[src/hdl/rsm_pkg.sv]
// Shared types and constants for the range reverse / min-max table block.
// Used by rsm_mem, rsm_seq and range_reverse_min_max_table; no dependencies.
package rsm_pkg;

  localparam int unsigned ValW  = 16;
  localparam int unsigned IdxW  = 5;
  localparam int unsigned PosW  = 5;
  localparam int unsigned KindW = 2;

  // Result kinds.
  localparam logic [KindW-1:0] KIND_ELEM = 2'd0;
  localparam logic [KindW-1:0] KIND_SUM  = 2'd1;
  localparam logic [KindW-1:0] KIND_FULL = 2'd2;

  // Input functions.
  localparam logic FUNC_APPEND = 1'b0;
  localparam logic FUNC_QUERY  = 1'b1;

  // Configuration register indexes and reset values.
  localparam logic CFG_MAX_FLOOR   = 1'b0;
  localparam logic CFG_MIN_CEILING = 1'b1;
  localparam logic signed [ValW-1:0] MAX_FLOOR_RST   = 16'sd0;
  localparam logic signed [ValW-1:0] MIN_CEILING_RST = 16'sd1000;

  typedef struct packed {
    logic                   func;
    logic signed [ValW-1:0] value;
    logic [IdxW-1:0]        start_index;
    logic [IdxW-1:0]        end_index;
  } in_word_t;

  typedef struct packed {
    logic [KindW-1:0]       kind;
    logic [PosW-1:0]        position;
    logic signed [ValW-1:0] element;
    logic signed [ValW-1:0] range_max;
    logic signed [ValW-1:0] range_min;
    logic                   last;
  } out_word_t;

  typedef struct packed {
    logic signed [ValW-1:0] max_floor;
    logic signed [ValW-1:0] min_ceiling;
  } cfg_t;

  typedef enum logic [3:0] {
    ST_IDLE,
    ST_SW_RD_LO,
    ST_SW_RD_HI,
    ST_SW_WR_LO,
    ST_SW_WR_HI,
    ST_SCAN_RD,
    ST_SCAN,
    ST_EMIT_RD,
    ST_EMIT,
    ST_SUM
  } state_e;

endpackage

[src/hdl/rsm_mem.sv]
// Table storage: one synchronous read port and one write port; read data is registered.
// Per-entry valid bits make unwritten entries read as zero after reset. Uses rsm_pkg.
module rsm_mem #(
  parameter int unsigned DEPTH = 32,
  parameter int unsigned AW    = 5
) (
  input  logic                           clk_i,
  input  logic                           rst_ni,
  input  logic                           re_i,
  input  logic [AW-1:0]                  raddr_i,
  input  logic                           we_i,
  input  logic [AW-1:0]                  waddr_i,
  input  logic signed [rsm_pkg::ValW-1:0] wdata_i,
  output logic signed [rsm_pkg::ValW-1:0] rdata_o
);

  logic signed [rsm_pkg::ValW-1:0] mem_q [DEPTH];
  logic [DEPTH-1:0]                vld_q;
  logic signed [rsm_pkg::ValW-1:0] rdata_q;
  logic                            rvld_q;

  always_ff @(posedge clk_i) begin
    if (we_i) begin
      mem_q[waddr_i] <= wdata_i;
    end
    if (re_i) begin
      rdata_q <= mem_q[raddr_i];
    end
  end

  always_ff @(posedge clk_i or negedge rst_ni) begin
    if (!rst_ni) begin
      vld_q  <= '0;
      rvld_q <= 1'b0;
    end else begin
      if (we_i) begin
        vld_q[waddr_i] <= 1'b1;
      end
      if (re_i) begin
        rvld_q <= vld_q[raddr_i];
      end
    end
  end

  // An entry never written since reset reads as zero.
  assign rdata_o = rvld_q ? rdata_q : '0;

endmodule

[src/hdl/rsm_seq.sv]
// Sequencer: appends, in-place range reversal, range scan, element and summary emission,
// all through the single-read-port table in rsm_mem. Holds the output register. Uses rsm_pkg.
module rsm_seq #(
  parameter int unsigned DEPTH = 32,
  parameter int unsigned AW    = 5,
  parameter int unsigned CW    = 6
) (
  input  logic                            clk_i,
  input  logic                            rst_ni,
  input  rsm_pkg::cfg_t                   cfg_i,
  input  logic                            in_valid_i,
  output logic                            in_stall_o,
  input  rsm_pkg::in_word_t               in_word_i,
  output logic                            out_valid_o,
  input  logic                            out_stall_i,
  output rsm_pkg::out_word_t              out_word_o,
  output logic                            mem_re_o,
  output logic [AW-1:0]                   mem_raddr_o,
  output logic                            mem_we_o,
  output logic [AW-1:0]                   mem_waddr_o,
  output logic signed [rsm_pkg::ValW-1:0] mem_wdata_o,
  input  logic signed [rsm_pkg::ValW-1:0] mem_rdata_i
);

  rsm_pkg::state_e state_q, state_d;
  logic [CW-1:0]   fill_q, fill_d;
  logic [CW-1:0]   cnt_q, cnt_d;
  logic [AW-1:0]   lo_q, lo_d, hi_q, hi_d;
  logic [AW-1:0]   s_q, s_d, e_q, e_d;
  logic [AW-1:0]   sc_q, sc_d;
  logic [AW-1:0]   pos_q, pos_d;
  logic signed [rsm_pkg::ValW-1:0] tmp_q, tmp_d;
  logic signed [rsm_pkg::ValW-1:0] mx_q, mx_d, mn_q, mn_d;
  logic                 out_valid_q, out_valid_d;
  rsm_pkg::out_word_t   out_q, out_d;

  logic          accept;
  logic          out_free;
  logic [31:0]   s_ext, e_ext, s_clamp, e_clamp;
  logic [AW-1:0] s_in, e_in;
  logic [AW-1:0] lo_n, hi_n;
  logic [CW-1:0] depth_cnt;

  assign depth_cnt  = CW'(DEPTH);
  assign out_free   = !out_valid_q || !out_stall_i;
  assign in_stall_o = (state_q != rsm_pkg::ST_IDLE) || out_valid_q;
  assign accept     = in_valid_i && !in_stall_o;

  // Indexes at or beyond the table saturate to its last position.
  assign s_ext   = 32'(in_word_i.start_index);
  assign e_ext   = 32'(in_word_i.end_index);
  assign s_clamp = (s_ext >= 32'(DEPTH)) ? 32'(DEPTH - 1) : s_ext;
  assign e_clamp = (e_ext >= 32'(DEPTH)) ? 32'(DEPTH - 1) : e_ext;
  assign s_in    = s_clamp[AW-1:0];
  assign e_in    = e_clamp[AW-1:0];

  assign lo_n = lo_q + AW'(1);
  assign hi_n = hi_q - AW'(1);

  always_comb begin
    state_d     = state_q;
    fill_d      = fill_q;
    cnt_d       = cnt_q;
    lo_d        = lo_q;
    hi_d        = hi_q;
    s_d         = s_q;
    e_d         = e_q;
    sc_d        = sc_q;
    pos_d       = pos_q;
    tmp_d       = tmp_q;
    mx_d        = mx_q;
    mn_d        = mn_q;
    out_valid_d = out_valid_q && out_stall_i;
    out_d       = out_q;
    mem_re_o    = 1'b0;
    mem_raddr_o = '0;
    mem_we_o    = 1'b0;
    mem_waddr_o = '0;
    mem_wdata_o = '0;

    unique case (state_q)
      rsm_pkg::ST_IDLE: begin
        if (accept) begin
          if (in_word_i.func == rsm_pkg::FUNC_APPEND) begin
            if (fill_q == depth_cnt) begin
              out_valid_d = 1'b1;
              out_d       = '0;
              out_d.kind  = rsm_pkg::KIND_FULL;
              out_d.last  = 1'b1;
            end else begin
              mem_we_o    = 1'b1;
              mem_waddr_o = fill_q[AW-1:0];
              mem_wdata_o = in_word_i.value;
              fill_d      = fill_q + CW'(1);
            end
          end else begin
            s_d   = s_in;
            e_d   = e_in;
            lo_d  = s_in;
            hi_d  = e_in;
            cnt_d = '0;
            mx_d  = cfg_i.max_floor;
            mn_d  = cfg_i.min_ceiling;
            if (s_in < e_in) begin
              state_d = rsm_pkg::ST_SW_RD_LO;
            end else if (s_in == e_in) begin
              state_d = rsm_pkg::ST_SCAN_RD;
            end else if (fill_q == '0) begin
              state_d = rsm_pkg::ST_SUM;
            end else begin
              state_d = rsm_pkg::ST_EMIT_RD;
            end
          end
        end
      end
      rsm_pkg::ST_SW_RD_LO: begin
        mem_re_o    = 1'b1;
        mem_raddr_o = lo_q;
        state_d     = rsm_pkg::ST_SW_RD_HI;
      end
      rsm_pkg::ST_SW_RD_HI: begin
        // The low entry arrives now while the high entry is requested.
        tmp_d       = mem_rdata_i;
        mem_re_o    = 1'b1;
        mem_raddr_o = hi_q;
        state_d     = rsm_pkg::ST_SW_WR_LO;
      end
      rsm_pkg::ST_SW_WR_LO: begin
        mem_we_o    = 1'b1;
        mem_waddr_o = lo_q;
        mem_wdata_o = mem_rdata_i;
        state_d     = rsm_pkg::ST_SW_WR_HI;
      end
      rsm_pkg::ST_SW_WR_HI: begin
        mem_we_o    = 1'b1;
        mem_waddr_o = hi_q;
        mem_wdata_o = tmp_q;
        lo_d        = lo_n;
        hi_d        = hi_n;
        state_d     = (lo_n < hi_n) ? rsm_pkg::ST_SW_RD_LO : rsm_pkg::ST_SCAN_RD;
      end
      rsm_pkg::ST_SCAN_RD: begin
        mem_re_o    = 1'b1;
        mem_raddr_o = s_q;
        sc_d        = s_q;
        state_d     = rsm_pkg::ST_SCAN;
      end
      rsm_pkg::ST_SCAN: begin
        if (mem_rdata_i > mx_q) begin
          mx_d = mem_rdata_i;
        end
        if (mem_rdata_i < mn_q) begin
          mn_d = mem_rdata_i;
        end
        if (sc_q == e_q) begin
          state_d = (fill_q == '0) ? rsm_pkg::ST_SUM : rsm_pkg::ST_EMIT_RD;
        end else begin
          mem_re_o    = 1'b1;
          mem_raddr_o = sc_q + AW'(1);
          sc_d        = sc_q + AW'(1);
        end
      end
      rsm_pkg::ST_EMIT_RD: begin
        mem_re_o    = 1'b1;
        mem_raddr_o = cnt_q[AW-1:0];
        pos_d       = cnt_q[AW-1:0];
        cnt_d       = cnt_q + CW'(1);
        state_d     = rsm_pkg::ST_EMIT;
      end
      rsm_pkg::ST_EMIT: begin
        // The read data holds until the word is loaded and the next read goes out.
        if (out_free) begin
          out_valid_d    = 1'b1;
          out_d          = '0;
          out_d.kind     = rsm_pkg::KIND_ELEM;
          out_d.position = rsm_pkg::PosW'(pos_q);
          out_d.element  = mem_rdata_i;
          if (cnt_q < fill_q) begin
            mem_re_o    = 1'b1;
            mem_raddr_o = cnt_q[AW-1:0];
            pos_d       = cnt_q[AW-1:0];
            cnt_d       = cnt_q + CW'(1);
          end else begin
            state_d = rsm_pkg::ST_SUM;
          end
        end
      end
      rsm_pkg::ST_SUM: begin
        if (out_free) begin
          out_valid_d     = 1'b1;
          out_d           = '0;
          out_d.kind      = rsm_pkg::KIND_SUM;
          out_d.range_max = mx_q;
          out_d.range_min = mn_q;
          out_d.last      = 1'b1;
          state_d         = rsm_pkg::ST_IDLE;
        end
      end
      default: begin
        state_d = rsm_pkg::ST_IDLE;
      end
    endcase
  end

  always_ff @(posedge clk_i or negedge rst_ni) begin
    if (!rst_ni) begin
      state_q     <= rsm_pkg::ST_IDLE;
      fill_q      <= '0;
      out_valid_q <= 1'b0;
    end else begin
      state_q     <= state_d;
      fill_q      <= fill_d;
      out_valid_q <= out_valid_d;
    end
  end

  always_ff @(posedge clk_i) begin
    cnt_q <= cnt_d;
    lo_q  <= lo_d;
    hi_q  <= hi_d;
    s_q   <= s_d;
    e_q   <= e_d;
    sc_q  <= sc_d;
    pos_q <= pos_d;
    tmp_q <= tmp_d;
    mx_q  <= mx_d;
    mn_q  <= mn_d;
    out_q <= out_d;
  end

  assign out_valid_o = out_valid_q;
  assign out_word_o  = out_q;

`ifndef SYNTHESIS
  a_no_rw_collide: assert property (@(posedge clk_i) disable iff (!rst_ni)
    (mem_re_o && mem_we_o) |-> (mem_raddr_o != mem_waddr_o))
    else $error("table read and write hit the same entry in one cycle");

  a_fill_bound: assert property (@(posedge clk_i) disable iff (!rst_ni)
    fill_q <= depth_cnt)
    else $error("fill count exceeds table depth");

  a_swap_order: assert property (@(posedge clk_i) disable iff (!rst_ni)
    (state_q == rsm_pkg::ST_SW_RD_LO || state_q == rsm_pkg::ST_SW_RD_HI ||
     state_q == rsm_pkg::ST_SW_WR_LO || state_q == rsm_pkg::ST_SW_WR_HI)
    |-> (lo_q < hi_q))
    else $error("swap pointers crossed");

  a_sum_ends: assert property (@(posedge clk_i) disable iff (!rst_ni)
    (state_q == rsm_pkg::ST_SUM && out_free)
    |=> (state_q == rsm_pkg::ST_IDLE && out_valid_q && out_q.last))
    else $error("summary word did not end the query");
`endif

endmodule

[src/hdl/range_reverse_min_max_table.sv]
// Range reverse / min-max table. An append returns no word unless the table is full. A query
// swaps each pair (SW_RD_LO, SW_RD_HI, SW_WR_LO, SW_WR_HI), scans the range (SCAN_RD, then
// SCAN per entry), emits the elements (EMIT_RD, then EMIT per element) and ends with the
// summary (SUM), all through the one read port of the table. One item at a time; inputs
// stall until done. Reset clears the fill count and the per-entry valid bits at once (all
// entries read as zero) and loads the floor and ceiling with 0 and 1000.
module range_reverse_min_max_table #(
  parameter int unsigned DEPTH = 32
) (
  input  logic                            clk_i,
  input  logic                            rst_ni,
  input  logic                            cfg_we_i,
  input  logic                            cfg_idx_i,
  input  logic [rsm_pkg::ValW-1:0]        cfg_data_i,
  input  logic                            in_valid_i,
  output logic                            in_stall_o,
  input  rsm_pkg::in_word_t               in_word_i,
  output logic                            out_valid_o,
  input  logic                            out_stall_i,
  output rsm_pkg::out_word_t              out_word_o
);

  localparam int unsigned AW = (DEPTH > 1) ? $clog2(DEPTH) : 1;
  localparam int unsigned CW = $clog2(DEPTH + 1);

  rsm_pkg::cfg_t cfg_q;

  logic                            mem_re;
  logic [AW-1:0]                   mem_raddr;
  logic                            mem_we;
  logic [AW-1:0]                   mem_waddr;
  logic signed [rsm_pkg::ValW-1:0] mem_wdata;
  logic signed [rsm_pkg::ValW-1:0] mem_rdata;

  always_ff @(posedge clk_i or negedge rst_ni) begin
    if (!rst_ni) begin
      cfg_q.max_floor   <= rsm_pkg::MAX_FLOOR_RST;
      cfg_q.min_ceiling <= rsm_pkg::MIN_CEILING_RST;
    end else if (cfg_we_i) begin
      unique case (cfg_idx_i)
        rsm_pkg::CFG_MAX_FLOOR:   cfg_q.max_floor   <= cfg_data_i;
        rsm_pkg::CFG_MIN_CEILING: cfg_q.min_ceiling <= cfg_data_i;
        default: begin
        end
      endcase
    end
  end

  rsm_seq #(
    .DEPTH (DEPTH),
    .AW    (AW),
    .CW    (CW)
  ) u_seq (
    .clk_i       (clk_i),
    .rst_ni      (rst_ni),
    .cfg_i       (cfg_q),
    .in_valid_i  (in_valid_i),
    .in_stall_o  (in_stall_o),
    .in_word_i   (in_word_i),
    .out_valid_o (out_valid_o),
    .out_stall_i (out_stall_i),
    .out_word_o  (out_word_o),
    .mem_re_o    (mem_re),
    .mem_raddr_o (mem_raddr),
    .mem_we_o    (mem_we),
    .mem_waddr_o (mem_waddr),
    .mem_wdata_o (mem_wdata),
    .mem_rdata_i (mem_rdata)
  );

  rsm_mem #(
    .DEPTH (DEPTH),
    .AW    (AW)
  ) u_mem (
    .clk_i   (clk_i),
    .rst_ni  (rst_ni),
    .re_i    (mem_re),
    .raddr_i (mem_raddr),
    .we_i    (mem_we),
    .waddr_i (mem_waddr),
    .wdata_i (mem_wdata),
    .rdata_o (mem_rdata)
  );

endmodule
[config.mk]
export PLATFORM = sky130hd
export DESIGN_NAME = range_reverse_min_max_table
export DESIGN_NICKNAME = d
export VERILOG_FILES = /design/src/hdl/rsm_pkg.sv /design/src/hdl/rsm_mem.sv /design/src/hdl/rsm_seq.sv /design/src/hdl/range_reverse_min_max_table.sv
export SDC_FILE = /design/constraint.sdc
export NUM_CORES = 1
export LEC_CHECK = 0
export ABC_CLOCK_PERIOD_IN_PS = 9900
export BUFFER_PORTS_ARGS = -buffer_cell sky130_fd_sc_hd__buf_2
export CAP_MARGIN = 10
export CORE_ASPECT_RATIO = 1.5
export CORE_UTILIZATION = 52
export DETAILED_ROUTE_END_ITERATION = 10
export GPL_TIMING_DRIVEN = 0
export HOLD_SLACK_MARGIN = 0.15
export PLACE_DENSITY = 0.69
export REMOVE_ABC_BUFFERS = 1
export SETUP_SLACK_MARGIN = 0.02
export SYNTH_ARGS = -nofsm -noshare
export SYNTH_HDL_FRONTEND = slang
export SYNTH_SLANG_ARGS = --single-unit
[constraint.sdc]
create_clock -name clk_i -period 9.9 [get_ports clk_i]
set_input_delay 0 -clock clk_i [delete_from_list [all_inputs] [get_ports clk_i]]
set_output_delay 0 -clock clk_i [all_outputs]
set_load 0.05 [all_outputs]
# == Yosys cells after proc, flatten, opt, wreduce, memory -nomap -nowiden ==
# Memories as Yosys holds them, arrays and structs flattened. A register that Yosys moved wholly into a read port is not among the register bits.
# Index checks and enable logic that the tools add are counted.
# totals
mem_bits_rw,512
inputBits,49
memories,1
ff_bits,216
output_inout_bits,58
# mem_list
name,depth,width,rd,rd_ports_with_merged_regs,write_ports,line,source
u_mem.mem_q,32,16,1,1,1,rsm_mem.sv:17,logic signed [rsm_pkg::ValW-1:0] mem_q [DEPTH];
# op_classes
add_sub_neg,5
bitwise_logic,4
order_cmp,10
n_reduce_logical,32
muxes,75
n_eq_ne,24
# ops
operator,n
2-to-1 mux 56 bit,5
case mux 56 bit (3 select lines),1
2-to-1 mux 16 bit,10
2-to-1 mux 5 bit,15
case mux 16 bit (2 select lines),2
case mux 16 bit (3 select lines),1
case mux 4 bit (10 select lines),1
case mux 5 bit (2 select lines),4
2-to-1 mux 4 bit,9
OR 32 bit,1
case mux 5 bit (6 select lines),1
2-to-1 mux 6 bit,4
case mux 6 bit (3 select lines),1
equality test 4 x 3 -> 1 bit (second input constant),4
> comparator 16 bit,1
less-than comparator 16 bit,1
!= test 2 x 1 -> 1 bit (second input constant),8
case mux 5 bit (3 select lines),1
2-to-1 mux 1 bit,14
adder 6 x 1 -> 6 bit (second input constant),2
>= comparator 5 x 6 -> 1 bit (second input constant),2
less-than comparator 5 x 6 -> 1 bit (second input constant),2
AND reduction 4 bit,3
AND reduction 6 bit,2
other kinds (30),55

# == Depth between registers and ports, before layout ==
# depth
depth_word,11
depth_mapped,14

# == By module ==
# A second synthesis with hierarchy kept.
# hier_totals
hier_cells,1693
hier_area_um2,30564.3
# by_module_without_submodules
mod,area_each_um2,instances,cells_per_inst,seq_area_each_um2
rsm_mem,21494.4,1,913,16681.0
rsm_seq,7810.0,1,711,4479.3
range_reverse_min_max_table,1260.0,1,69,808.3

# == Worst setup path before layout ==
# Ideal clock, no wire load.
# synth_timing
path_kind,reg-to-reg
start,reg u_seq.state_q[3]
end,"reg u_seq.out_q, in the netlist u_seq.out_word_o[0], enable pin"
setup_ns,0.547
t_arrival_ns,5.098
stages_incl_launch_ff,5
n_path_buf,2
setup_slack_ns,4.255
path_cell_list,dfrtp_1 > buf_2 > buf_1 > nand3_1 > o21ai_0
# synth_between
elab_chain_cells,6
word_cells_on_any_way,14
# synth_rtl
item,line,source
from (decl),rsm_seq.sv:25,"rsm_pkg::state_e state_q, state_d;"
from (signal assigned),rsm_seq.sv:207,state_q <= rsm_pkg::ST_IDLE;
from (signal assigned),rsm_seq.sv:211,state_q <= state_d;
nonzero test 4 bit,rsm_seq.sv:46,assign in_stall_o = (state_q != rsm_pkg::ST_IDLE) || out_valid_q;
logical OR 1 bit,rsm_seq.sv:46,
logical NOT 1 bit,rsm_seq.sv:47,assign accept = in_valid_i && !in_stall_o;
logical AND 1 bit,rsm_seq.sv:47,
!= test 2 x 1 -> 1 bit (no source line),--,
AND reduction 6 bit (no source line) *,--,
to (signal assigned),rsm_seq.sv:228,out_q <= out_d;
to (decl),rsm_seq.sv:35,"rsm_pkg::out_word_t out_q, out_d;"
# Mark *: on every way between the ends. The rest lies on a longest branch, timed or not.
# A chain may end at the register's enable or synchronous reset.

# == Worst setup path after layout ==
# layout_timing
start,reg u_seq.state_q[0]
end,"mem u_mem.mem_q[21][13] in the netlist's numbering, enable pin"
# layout_between
elab_chain_cells,8
word_cells_on_any_way,14
# layout_rtl
item,line,source
nonzero test 4 bit,rsm_seq.sv:46,
logical OR 1 bit,rsm_seq.sv:46,
logical NOT 1 bit,rsm_seq.sv:47,
logical AND 1 bit,rsm_seq.sv:47,
2-to-1 mux 1 bit,rsm_seq.sv:83,if (accept) begin
case mux 1 bit (2 select lines),rsm_seq.sv:81,unique case (state_q)
2-to-1 mux 1 bit,rsm_mem.sv:23,if (we_i) begin
2-to-1 mux 1 bit (not written as such),rsm_mem.sv:24,mem_q[waddr_i] <= wdata_i;
to (decl),rsm_mem.sv:17,
# Parallel ways exist; a longest one is shown, timed or not.

==> run metrics <==
status complete, no violations; Antenna Cells 0; CTS sink cnt 744; vias 19700; final period utilization 55.5%; share of layout cells above drive strength 1 16.1%; crit path kind reg2reg; number of synthesized flops with an enable pin 668; Combinational Power Share 39.2%; Reg area 22000 µm²; Internal 7.18 mW; Clock Tree Root clkbuf_16; P_sw 4.37 mW; Syn-to-layout area delta 16.5%; GR peak layer met2; routed len/inst 23.2 µm; HP Class in2reg; Pwr Density 319 nW/µm²; fillers 4227; final setup violation count 0; Crit path largest cell delay 1.04 ns; sequential power share 37.8%; most area-consuming cells after synthesis edfxtp_1, dfrtp_1, nand2_1; largest net degree at the start of global routing 80; worst path bufs/invs 1; Routed Antenna Nets 0; Synth Warn # 0; RSZ-0062 raised after global routing no; antenna violations before repair 0; FMAX 0.182 GHz; max_slew headroom 13.1%; Worst Path Required 10.10 ns; Initial Utilization 52.7%; CP Capture Type flip-flop; grt ovf 0; Slew Limit Fails 0; Clock power frac 23.0%; Mapped Area 31100 µm²; Final Hold Vio Count 0; die area 60800 µm²; Max Cap Violations 0; post-cts sizing count 0; Clock Pin Slew Worst Setup and Hold Paths 0.07 ns; CTS tree yes; die height 302 µm; met3 Use GR 2.92%; Worst Path Arrival 5.69 ns; Initial DRC Count 1786; worst setup path startpoint u_seq.state_q[0]; CP top delay family simple AND/OR/NAND/NOR gates; fin util 61.3%; Lkg Pwr 13.2 nW; Yosys reg bits 744; CTS buffer count 66; final net count 2538; first-pass iteration count of the detailed router 5; DRC 0; Post CTS Setup Buffer Count 0; via-per-instance ratio 6.03; Synth top area share 64.5%; slowest CP cell nor2_2; Die Wd 202 µm; gpl congestion 0.913; Post-synth ARST share 10.2%; H-Tree Depth 3; main flop type after synthesis edfxtp_1; row cnt 109; worst vdd ir 0.000195 V; largest buffer count on any clock path 3; Max Fanout on Critical Path 24; Tot Pwr 11.5 mW; Tot GR Track Use 25.0%; clk_skew 0.0353 ns; CP Launch Type flip-flop; io pins 107; post-layout min period 5.49 ns; sequential share of the synthesized area 70.6%; worst r2r src u_seq.state_q[0]; CP Cell Sequence nor4_4 -> nand2b_2 -> nor3b_4 -> dlygate4sd3_1 -> a21boi_4 -> a222oi_1 -> or3b_1 -> nor2_2; mean post-synth cell area 13.6 µm²; Worst-Margin Slew 1.30 ns; met1 Use GR 29.5%; Final HPWL DP 50000 µm; post-synthesis cell count 2282; synth unique cells 78; number of global-route vias before repair 20000; clk_lat worst skew 0.62 ns; first-pass GRT wire length 116000 µm; switching power share of the total 37.8%; final hold slack 0.161 ns; CORE AREA 59100 µm²; Post-Route WL 75900 µm; multi-input combinational cell area 8430 µm²; Synth area leader edfxtp_1; met2 Usage GRT 45.9%; IO buf count 106; HP Start in_word_i[9]
==> final timing paths <==
path	to	slack, ns	cells past startpoint
max	u_mem.mem_q[21][13]	4.41	8
min	u_seq.s_q[4]	0.16	2
max reg2reg	u_mem.mem_q[21][13]	4.41	8
min reg2reg	u_mem.vld_q[29]	0.47	1
max in group asynchronous	cfg_q[26]	8.02	4
min in group asynchronous	cfg_q[23]	0.45	4
==> final cells by class <==
class,instances,area share (%)
timing repair buffer,213,6.47
tap,777,2.68
sequential,744,60.6
multi-input combinational,1345,23.3
clock buffer,77,4.87
clock inverter,42,1.34
inverter,68,0.705
==> state kept, by name (all words and copies together), names as in the netlist <==
name               cells
u_mem.rvld_q           1
u_seq.mx_q            16
u_mem.mem_q          512
u_seq.out_word_o      56
u_seq.s_q              5
u_seq.pos_q            5
u_mem.vld_q           32
u_seq.sc_q             5
u_seq.cnt_q            6
u_seq.out_valid_o      1
cfg_q                 32
u_seq.fill_q           6
u_seq.lo_q             5
u_seq.mn_q            16
u_seq.e_q              5
u_mem.rdata_q         16
u_seq.state_q          4
u_seq.hi_q             5
u_seq.tmp_q           16
==> layout by cell type, fill, tap and decap left out, drive strengths merged, types with 26 or more instances in the layout <==
cell type,Yosys,routed
nor3,40,40
mux2,39,39
clkinv,1,30
ha,51,51
dfrtp,70,70
dlygate4sd3,0,45
a221oi,30,30
buf,70,168
a31oi,53,53
nand3,93,93
mux2i,87,87
edfxtp,668,668
a32oi,44,44
and3,26,26
a21oi,76,76
nand2,424,424
o21ai,72,72
or2,33,33
nor2,98,98
inv,67,71
clkbuf,55,77
==> per-stage QoR <==
stage	setup WS, ns	cell area [µm²]	std cells	TNS (ns)
2_1_floorplan	1.10	30500	2157	0
3_3_place_gp	-2.97	32000	3040	-44.52
3_5_place_dp	5.01	33400	3096	0
4_1_cts	4.42	36100	3259	0
5_1_grt	4.17	36200	3266	0
6_report	4.41	36200	3266	0
==> power by group through the flow <==
stage | Combinational, mW | Sequential, mW | Clock [mW]
3_3_place_gp | 4.42 | 4.43 | 0
4_1_cts | 4.47 | 4.36 | 2.68
6_report | 4.52 | 4.37 | 2.66
3_5_place_dp | 4.42 | 4.43 | 0
5_1_grt | 4.87 | 4.39 | 2.80
2_1_floorplan | 2.94 | 4.43 | 0
==> timing repair <==
item                       CTS  global route
hold endpoints to repair   142             5
hold buffers                44             1
setup endpoints to repair    0             0
==> per-layer routing <==
metal,vias to the layer above,wire length (µm)
li1,8814,-
met1,9848,28100
met2,877,40600
met3,163,4570
met4,0,2560
met5,-,0
==> Yosys cell counts, types with 3 or more instances <==
master	number
or2_2	20
a21o_1	12
o211ai_1	13
mux2_2	39
and4_1	3
a31oi_1	53
o21ai_0	57
nor2_2	10
a21oi_1	76
edfxtp_1	668
nand2_1	423
buf_1	12
ha_1	51
o21a_1	7
mux2i_1	87
clkbuf_1	55
o21ai_1	14
dfstp_2	6
nor2_1	87
buf_4	14
a32oi_1	44
nand2b_1	6
and3_1	26
nor2b_1	9
buf_6	3
or2_1	13
inv_1	67
and2_1	12
a22oi_1	17
a221o_1	17
xor2_1	12
nor3_1	40
xnor2_1	11
a222oi_1	3
a21boi_0	3
dfrtp_1	70
nand3_1	91
buf_2	41
a221oi_1	29
nand4_1	15
==> kinds of logic (layout without fill, tap and decap cells) <==
logic type | Yosys count | after routing | share of synthesized area [%]
AO/OA/AOI/OAI | 369 | 369 | 8.32
buffers and inverters | 193 | 400 | 2.74
XOR/XNOR | 23 | 23 | 0.648
adder cells (fa/ha/maj) | 51 | 51 | 2.05
AND/OR/NAND/NOR | 776 | 776 | 11.4
flip-flops | 744 | 744 | 70.6
multiplexers | 126 | 126 | 4.21
(Power assumes the default switching activity.)
